File: src/rtl/core/ufdq_pkg.sv
// Shared types and constants for the urgent-first deque.
`default_nettype none

package ufdq_pkg;

    localparam int ID_W   = 16;
    localparam int TIME_W = 8;
    localparam int OCC_W  = 5;

    localparam logic [TIME_W-1:0] THR_RESET = 8'd10;

    // Operation codes
    localparam logic [2:0] OP_SUBMIT   = 3'd0;
    localparam logic [2:0] OP_DISPATCH = 3'd1;
    localparam logic [2:0] OP_PEEK     = 3'd2;
    localparam logic [2:0] OP_CANCEL   = 3'd3;
    localparam logic [2:0] OP_LIST     = 3'd4;

    // Status codes
    localparam logic [1:0] STAT_OK        = 2'd0;
    localparam logic [1:0] STAT_FULL      = 2'd1;
    localparam logic [1:0] STAT_EMPTY     = 2'd2;
    localparam logic [1:0] STAT_NOT_FOUND = 2'd3;

    typedef struct packed {
        logic [ID_W-1:0]   id;
        logic [TIME_W-1:0] dur;
    } entry_t;

    typedef enum logic [2:0] {
        ST_IDLE,
        ST_EXEC,
        ST_HEAD,
        ST_SEARCH,
        ST_SHIFT,
        ST_LIST
    } state_t;

endpackage

`default_nettype wire

File: src/rtl/core/ufdq_mem.sv
// Entry store: one write port, one read port with registered read data.
`default_nettype none

module ufdq_mem
    import ufdq_pkg::*;
#(
    parameter int DEPTH = 16,
    localparam int AW = $clog2(DEPTH)
)
(
    input  wire logic          clk,
    input  wire logic          we,
    input  wire logic [AW-1:0] waddr,
    input  wire entry_t        wdata,
    input  wire logic [AW-1:0] raddr,
    output entry_t             rdata
);

    entry_t mem [DEPTH];
    entry_t rdata_reg;

    always_ff @(posedge clk)
    begin
        if (we)
        begin
            mem[waddr] <= wdata;
        end
        rdata_reg <= mem[raddr];
    end

    assign rdata = rdata_reg;

endmodule

`default_nettype wire

File: src/rtl/core/urgent_first_deque_with_cancel_unit.sv
// Top level: urgent-first circular deque with cancel, sequencer around the entry store.
//
// Channel  | Signals                                           | Handshake
// ---------+---------------------------------------------------+-------------------------
// command  | opcode, order_id, prep_time                       | start & !busy accepts
// result   | status, result_id, result_time, occupancy, last   | result_valid, one cycle
// config   | cfg_wr_data (urgent_threshold)                    | cfg_wr_en writes
//
// Path from start to result: submit, empty-queue ops and unused codes answer
// from EXEC; dispatch and peek pass on through HEAD; list gives N words (one per
// cycle, N = occupancy) from LIST; cancel walks SEARCH (one entry per cycle) to
// the match, then SHIFT moves later entries down. Store: one write, one read port.
// busy is high from the accepting edge until the final word is registered.
// Reset is asynchronous, active low; the store itself is not cleared.
// The receiver cannot stall: each word is shown for exactly one cycle.
`default_nettype none

module urgent_first_deque_with_cancel_unit
    import ufdq_pkg::*;
#(
    parameter int DEPTH = 16
)
(
    input  wire logic              clk,
    input  wire logic              rst_n,
    input  wire logic              start,
    output logic                   busy,
    input  wire logic [2:0]        opcode,
    input  wire logic [ID_W-1:0]   order_id,
    input  wire logic [TIME_W-1:0] prep_time,
    input  wire logic              cfg_wr_en,
    input  wire logic [TIME_W-1:0] cfg_wr_data,
    output logic                   result_valid,
    output logic [1:0]             status,
    output logic [ID_W-1:0]        result_id,
    output logic [TIME_W-1:0]      result_time,
    output logic [OCC_W-1:0]       occupancy,
    output logic                   last
);

    localparam int IW = $clog2(DEPTH);
    localparam int CW = $clog2(DEPTH + 1);

    // circular index step with wrap at DEPTH
    function automatic logic [IW-1:0] idx_inc(input logic [IW-1:0] p);
        return (p == IW'(DEPTH - 1)) ? '0 : p + IW'(1);
    endfunction

    function automatic logic [IW-1:0] idx_dec(input logic [IW-1:0] p);
        return (p == '0) ? IW'(DEPTH - 1) : p - IW'(1);
    endfunction

    state_t            state_reg, state_next;
    logic [2:0]        op_reg, op_next;
    logic [ID_W-1:0]   id_reg, id_next;
    logic [TIME_W-1:0] tm_reg, tm_next;
    logic [TIME_W-1:0] thr_reg;
    logic [IW-1:0]     head_reg, head_next;
    logic [IW-1:0]     tail_reg, tail_next;
    logic [CW-1:0]     count_reg, count_next;
    logic [IW-1:0]     ptr_reg, ptr_next;      // walk position in search/shift/list
    logic [CW-1:0]     idx_reg, idx_next;      // entries visited so far
    entry_t            hit_reg, hit_next;      // cancelled entry

    logic              valid_reg;
    logic [1:0]        status_reg;
    entry_t            entry_reg;
    logic [OCC_W-1:0]  occ_reg;
    logic              last_reg;

    // emission request from the sequencer
    logic              emit_valid;
    logic [1:0]        emit_status;
    entry_t            emit_entry;
    logic              emit_last;

    // store port
    logic              mem_we;
    logic [IW-1:0]     mem_waddr;
    entry_t            mem_wdata;
    logic [IW-1:0]     mem_raddr;
    entry_t            mem_rdata;

    logic [CW-1:0]     idx_plus;
    logic [IW-1:0]     ptr_plus;
    logic [IW-1:0]     new_head;
    logic [IW-1:0]     new_tail;
    logic [CW+OCC_W-1:0] occ_ext;

    ufdq_mem #(
        .DEPTH (DEPTH)
    ) u_mem (
        .clk   (clk),
        .we    (mem_we),
        .waddr (mem_waddr),
        .wdata (mem_wdata),
        .raddr (mem_raddr),
        .rdata (mem_rdata)
    );

    assign idx_plus = idx_reg + CW'(1);
    assign ptr_plus = idx_inc(ptr_reg);
    assign new_head = idx_dec(head_reg);
    assign new_tail = idx_inc(tail_reg);

    always_ff @(posedge clk or negedge rst_n)
    begin
        if (!rst_n)
        begin
            state_reg <= ST_IDLE;
            head_reg  <= '0;
            tail_reg  <= '0;
            count_reg <= '0;
            thr_reg   <= THR_RESET;
            valid_reg <= 1'b0;
        end
        else
        begin
            state_reg <= state_next;
            head_reg  <= head_next;
            tail_reg  <= tail_next;
            count_reg <= count_next;
            valid_reg <= emit_valid;
            if (cfg_wr_en)
            begin
                thr_reg <= cfg_wr_data;
            end
        end
    end

    // payload registers
    always_ff @(posedge clk)
    begin
        op_reg  <= op_next;
        id_reg  <= id_next;
        tm_reg  <= tm_next;
        ptr_reg <= ptr_next;
        idx_reg <= idx_next;
        hit_reg <= hit_next;
        if (emit_valid)
        begin
            status_reg <= emit_status;
            entry_reg  <= emit_entry;
            occ_reg    <= occ_ext[OCC_W-1:0];
            last_reg   <= emit_last;
        end
    end

    assign occ_ext = {{OCC_W{1'b0}}, count_next};

    always_comb
    begin
        state_next  = state_reg;
        op_next     = op_reg;
        id_next     = id_reg;
        tm_next     = tm_reg;
        head_next   = head_reg;
        tail_next   = tail_reg;
        count_next  = count_reg;
        ptr_next    = ptr_reg;
        idx_next    = idx_reg;
        hit_next    = hit_reg;
        emit_valid  = 1'b0;
        emit_status = STAT_OK;
        emit_entry  = '0;
        emit_last   = 1'b1;
        mem_we      = 1'b0;
        mem_waddr   = ptr_reg;
        mem_wdata   = mem_rdata;
        mem_raddr   = head_reg;

        unique case (state_reg)
            ST_IDLE:
            begin
                if (start)
                begin
                    op_next    = opcode;
                    id_next    = order_id;
                    tm_next    = prep_time;
                    state_next = ST_EXEC;
                end
            end

            ST_EXEC:
            begin
                ptr_next   = head_reg;
                idx_next   = '0;
                state_next = ST_IDLE;
                if (op_reg == OP_SUBMIT)
                begin
                    emit_valid = 1'b1;
                    if (count_reg == CW'(DEPTH))
                    begin
                        emit_status = STAT_FULL;
                    end
                    else
                    begin
                        mem_we     = 1'b1;
                        mem_wdata  = '{id: id_reg, dur: tm_reg};
                        count_next = count_reg + CW'(1);
                        if (count_reg == '0)
                        begin
                            mem_waddr = '0;
                            head_next = '0;
                            tail_next = '0;
                        end
                        else if (tm_reg <= thr_reg)
                        begin
                            mem_waddr = new_head;
                            head_next = new_head;
                        end
                        else
                        begin
                            mem_waddr = new_tail;
                            tail_next = new_tail;
                        end
                    end
                end
                else if (op_reg == OP_DISPATCH || op_reg == OP_PEEK ||
                         op_reg == OP_CANCEL || op_reg == OP_LIST)
                begin
                    if (count_reg == '0)
                    begin
                        emit_valid  = 1'b1;
                        emit_status = STAT_EMPTY;
                    end
                    else if (op_reg == OP_CANCEL)
                    begin
                        state_next = ST_SEARCH;
                    end
                    else if (op_reg == OP_LIST)
                    begin
                        state_next = ST_LIST;
                    end
                    else
                    begin
                        state_next = ST_HEAD;
                    end
                end
                else
                begin
                    // unused code: plain ok
                    emit_valid = 1'b1;
                end
            end

            ST_HEAD:
            begin
                emit_valid = 1'b1;
                emit_entry = mem_rdata;
                state_next = ST_IDLE;
                if (op_reg == OP_DISPATCH)
                begin
                    count_next = count_reg - CW'(1);
                    if (count_reg == CW'(1))
                    begin
                        head_next = '0;
                        tail_next = '0;
                    end
                    else
                    begin
                        head_next = idx_inc(head_reg);
                    end
                end
            end

            ST_SEARCH:
            begin
                // read next slot ahead; data for ptr_reg is on mem_rdata
                mem_raddr = ptr_plus;
                if (mem_rdata.id == id_reg)
                begin
                    hit_next = mem_rdata;
                    if (ptr_reg == tail_reg)
                    begin
                        emit_valid = 1'b1;
                        emit_entry = mem_rdata;
                        count_next = count_reg - CW'(1);
                        state_next = ST_IDLE;
                        if (count_reg == CW'(1))
                        begin
                            head_next = '0;
                            tail_next = '0;
                        end
                        else
                        begin
                            tail_next = idx_dec(tail_reg);
                        end
                    end
                    else
                    begin
                        state_next = ST_SHIFT;
                    end
                end
                else if (idx_plus == count_reg)
                begin
                    emit_valid  = 1'b1;
                    emit_status = STAT_NOT_FOUND;
                    state_next  = ST_IDLE;
                end
                else
                begin
                    ptr_next = ptr_plus;
                    idx_next = idx_plus;
                end
            end

            ST_SHIFT:
            begin
                // move entry at ptr+1 down into ptr
                mem_we    = 1'b1;
                mem_waddr = ptr_reg;
                mem_wdata = mem_rdata;
                mem_raddr = idx_inc(ptr_plus);
                ptr_next  = ptr_plus;
                if (ptr_plus == tail_reg)
                begin
                    emit_valid = 1'b1;
                    emit_entry = hit_reg;
                    count_next = count_reg - CW'(1);
                    tail_next  = idx_dec(tail_reg);
                    state_next = ST_IDLE;
                end
            end

            ST_LIST:
            begin
                emit_valid = 1'b1;
                emit_entry = mem_rdata;
                emit_last  = (idx_plus == count_reg);
                mem_raddr  = ptr_plus;
                ptr_next   = ptr_plus;
                idx_next   = idx_plus;
                if (idx_plus == count_reg)
                begin
                    state_next = ST_IDLE;
                end
            end

            default:
            begin
                state_next = ST_IDLE;
            end
        endcase
    end

    assign busy         = (state_reg != ST_IDLE);
    assign result_valid = valid_reg;
    assign status       = status_reg;
    assign result_id    = entry_reg.id;
    assign result_time  = entry_reg.dur;
    assign occupancy    = occ_reg;
    assign last         = last_reg;

endmodule

`default_nettype wire

File: config.mk
export PLATFORM = sky130hd
export DESIGN_NAME = urgent_first_deque_with_cancel_unit
export DESIGN_NICKNAME = d
export VERILOG_FILES = /design/src/rtl/core/ufdq_pkg.sv /design/src/rtl/core/ufdq_mem.sv /design/src/rtl/core/urgent_first_deque_with_cancel_unit.sv
export SDC_FILE = /design/constraint.sdc
export NUM_CORES = 1
export LEC_CHECK = 0
export BUFFER_PORTS_ARGS = -buffer_cell sky130_fd_sc_hd__buf_4
export CORE_MARGIN = 2
export CORE_UTILIZATION = 30
export CTS_BUF_LIST = sky130_fd_sc_hd__clkbuf_4
export DETAILED_ROUTE_END_ITERATION = 12
export GPL_TIMING_DRIVEN = 0
export HOLD_SLACK_MARGIN = 0.1
export PLACE_DENSITY_LB_ADDON = 0.12
export SYNTH_ARGS = -nofsm -noshare
export SYNTH_HDL_FRONTEND = slang
export SYNTH_SLANG_ARGS = --single-unit
File: constraint.sdc
create_clock -name clk -period 14.3 [get_ports clk]
set_clock_uncertainty 0.15 [all_clocks]
set_input_delay 0 -clock clk [delete_from_list [all_inputs] [get_ports clk]]
set_output_delay 0 -clock clk [all_outputs]
set_load 0.05 [all_outputs]
==> results.toml <==
[synthesis]
ys_top_cells_by_area = "edfxtp_1 66%, mux4_2 5.0%, nand2_1 2.7%"
yosysUniqueCellTypes = 74
synth_ff_type = "edfxtp_1"
muxShareOfSynthArea = 0.0880
ys_seq_area_frac = 0.712
most_common_library_cells_after_synthesis = "476 x edfxtp_1, 156 x nand2_1, 53 x mux2i_1"
synth_simple_gate_area_share = 0.0755
synth-edff-count = 476
synth_top_cell_by_area = "edfxtp_1"
synth-compound-area-share = 0.0784
combinational_family_with_the_most_area_after_synthesis = "multiplexers"
synth.top_cell.area_share = 0.660
synthesis.nets = 1431
synth_async_sr_flop_share = 0.0476
count_of_state_elements_after_synthesis = 525
synth_most_common_cell = "edfxtp_1"
netlist_area_sq_um = 21600
post_synth_inst_count = 1374
synth-adder-area-share = 0.0104
synth_xor_area_frac = 0.0138
yosysWarnings = 0
synthesis.area_per_instance_sq_um = 15.8

[clock_tree]
cts.reportedPaths.clkPinSlew_ps = 70
tritoncts = "built"
clock_tree.buffer_depth = 3
buffer_cell_driving_the_clock_tree_root = "clkbuf_4"
post_cts.repair.setup_buffers = 0
clock_tree.htree_level_count = 4
cts.repair.resized = 0
cts-buffers-inserted = 145
worstSkewPairLatency_ps = 960
cts.sinks = 525

[grt]
grt_first_pass_wirelength_um = 93200
globalRouteTotalUtil = 0.174
grt_remaining_overflow = 0
grt_max_degree = 34
grt_antenna_before_repair = 2
number_of_global_route_vias_before_repair = 14142

[floorplan]
top_level_ports = 73
die_span_in_y_um = 273
start_util = 0.303
row_count = 98
die_w_um = 273
floorplan.die_area_sq_um = 74300
core_region_area_sq_um = 71500

[timing]
max_slew_margin = 0.259
tightestPinTransition_ps = 1110
fin_worst_hold_slack_ps = 317
final_critical_path_setup_slack_ps = 9500
hold_viol_final = 0
min_period_ps = 4800
achievable-frequency_mhz = 209
setup_tns_ps = 0
report.final.setup_viol = 0
final_period_util = 0.335
grt_setup_unrepaired = "no"
timing_max_transition_violations_final = 0

[worst_setup_path]
critical-path-max-stage-delay_ps = 980
end_kind = "register"
cp_common_cell = "buf_4"
critical_path_class = "reg -> reg"
path_cells = "inv_1 -> ha_1 -> nor2b_1 -> o211ai_1 -> a21oi_1 -> o31ai_1 -> mux2i_1 -> o21ai_1 -> nor4_2 -> buf_6 -> buf_4 -> buf_4"
cp.buffers_inverters = 4
setup.worst_path.start_class = "register"
timing.critical_path.required_ps = 14780
critical_path.slowest_cell = "nor4_2"
worstPathArrival_ps = 5280
timing.critical_path.fanout_max = 8
crit_family = "compound AO/OA/AOI/OAI gates"

[place]
gp_congestion = 0.834
dp_hpwl_um = 44100
port_buffers = 72
detailedPlace.worstSlack_ps = 9410
dpl-instance-area_sq_um = 24000

[drt]
antenna_violating_nets_post_route = 0
route.detailed.wl_per_inst_um = 22.4
initialDrtViolationCount = 971
via_count = 13746
finalWirelength_um = 63600
per_cell_via_count_in_the_routed_design = 4.85
drc = 0
first_pass_iters = 7

[power]
total_leakage_power_nw = 9.81
pwr_density_cell_nw_per_um2 = 247
ir_worst_vdd_mv = 0.190

[finish]
design_area_sq_um = 27100
final_layout_fill_cell_count = 6776
multiInputGateArea_sq_um = 5870
finalNetCount = 1828
largest_register_ff_count = 384
area_growth_syn_to_layout_pct = 25.4
final_layout_size_suffix_gt1_frac = 0.274
area_used_by_sequential_logic_in_the_layout_sq_um = 15400

[outcome]
run_status = "finished clean"

[min_path]
min_path_type = "reg -> reg"

[job]
max_cap_violations = 0
[cells by family (layout without fill, tap and decap cells)]
family / Yosys count / count (layout)
AO/OA/AOI/OAI: 224 / 224
XOR/XNOR: 34 / 34
adder cells (fa/ha/maj): 18 / 18
buffers and inverters: 108 / 618
flip-flops: 525 / 525
multiplexers: 127 / 127
other: 0 / 1
AND/OR/NAND/NOR: 338 / 338
[per-stage QoR]
stage / utilization / power [W] / std cells
after floorplan: - / 0.00424 / 1374
after global placement: 0.327 / 0.00533 / 2396
after detailed placement: 0.336 / 0.00538 / 2453
after CTS: 0.380 / 0.00682 / 2832
after global routing: 0.380 / 0.00712 / 2835
final: 0.380 / 0.00671 / 2835
[layer usage]
metal / track usage / vias up / part of all wire
met5: 0 / - / 0
met4: 0.0688 / 0 / 0.026
met3: 0.0402 / 106 / 0.049
met2: 0.275 / 400 / 0.47
met1: 0.231 / 6953 / 0.45
li1: - / 6287 / -
[worst reg2reg max path, stage by stage, from the launching register on]
cell      delay [ps]
dfstp_2          530
inv_1             50
ha_1             280
nor2b_1          130
o211ai_1         160
a21oi_1          120
o31ai_1          800
mux2i_1          340
o21ai_1          310
nor4_2           980
buf_6            240
buf_4            200
buf_4            200
[cell usage in the layout, fill, tap and decap left out, types with 14 or more instances in the layout]
| cell type | n |
|---|---|
| dfrtp_1 | 23 |
| and3_1 | 46 |
| a22o_1 | 27 |
| buf_6 | 23 |
| mux2i_1 | 53 |
| a21oi_1 | 29 |
| edfxtp_1 | 476 |
| clkbuf_4 | 236 |
| nand2_1 | 156 |
| nor2_1 | 41 |
| o32ai_1 | 23 |
| dlygate4sd3_1 | 118 |
| o21ai_0 | 35 |
| dfxtp_1 | 24 |
| ha_1 | 18 |
| a221o_1 | 25 |
| xnor2_1 | 14 |
| xor2_1 | 20 |
| a211oi_1 | 26 |
| mux2_2 | 25 |
| clkbuf_1 | 44 |
| buf_2 | 19 |
| mux4_2 | 48 |
| inv_1 | 31 |
| buf_4 | 115 |
[final timing paths]
path                                 from  cells after the start         endpoint  slack [ps]
max in group asynchronous           rst_n                      5       thr_reg[3]       13260
setup / recovery               thr_reg[1]                     12  u_mem.mem[6][8]        9500
hold reg to reg            u_mem.rdata[2]                      0       hit_reg[2]         320
hold / removal             u_mem.rdata[2]                      0       hit_reg[2]         320
setup reg to reg               thr_reg[1]                     12  u_mem.mem[6][8]        9500
min in group asynchronous           rst_n                      5      tail_reg[0]         490
[report_power, final]
group          leakage [nW]  switching, W  internal (W)
Combinational          3.80       0.00196       0.00109
Sequential             4.84      0.000139       0.00213
Clock                  1.16      0.000626      0.000760
Total                  9.81       0.00273       0.00398
[final cells by class]
type	count	area share
clock buffers	236	0.0653
diodes	1	0.0000922
flip-flops and latches	525	0.567
plain buffers	77	0.0135
clock inverters	24	0.00461
well taps	950	0.0438
repair buffers	250	0.0850
inverters	31	0.00429
multi-input cells	741	0.216
[what timing repair did]
item,4_1_cts,5_1_grt
setup endpoints to repair,0,0
endpoints found under the hold margin,88,0
hold buffers,119,0
No activity file was read; power rests on OpenSTA's default activity.
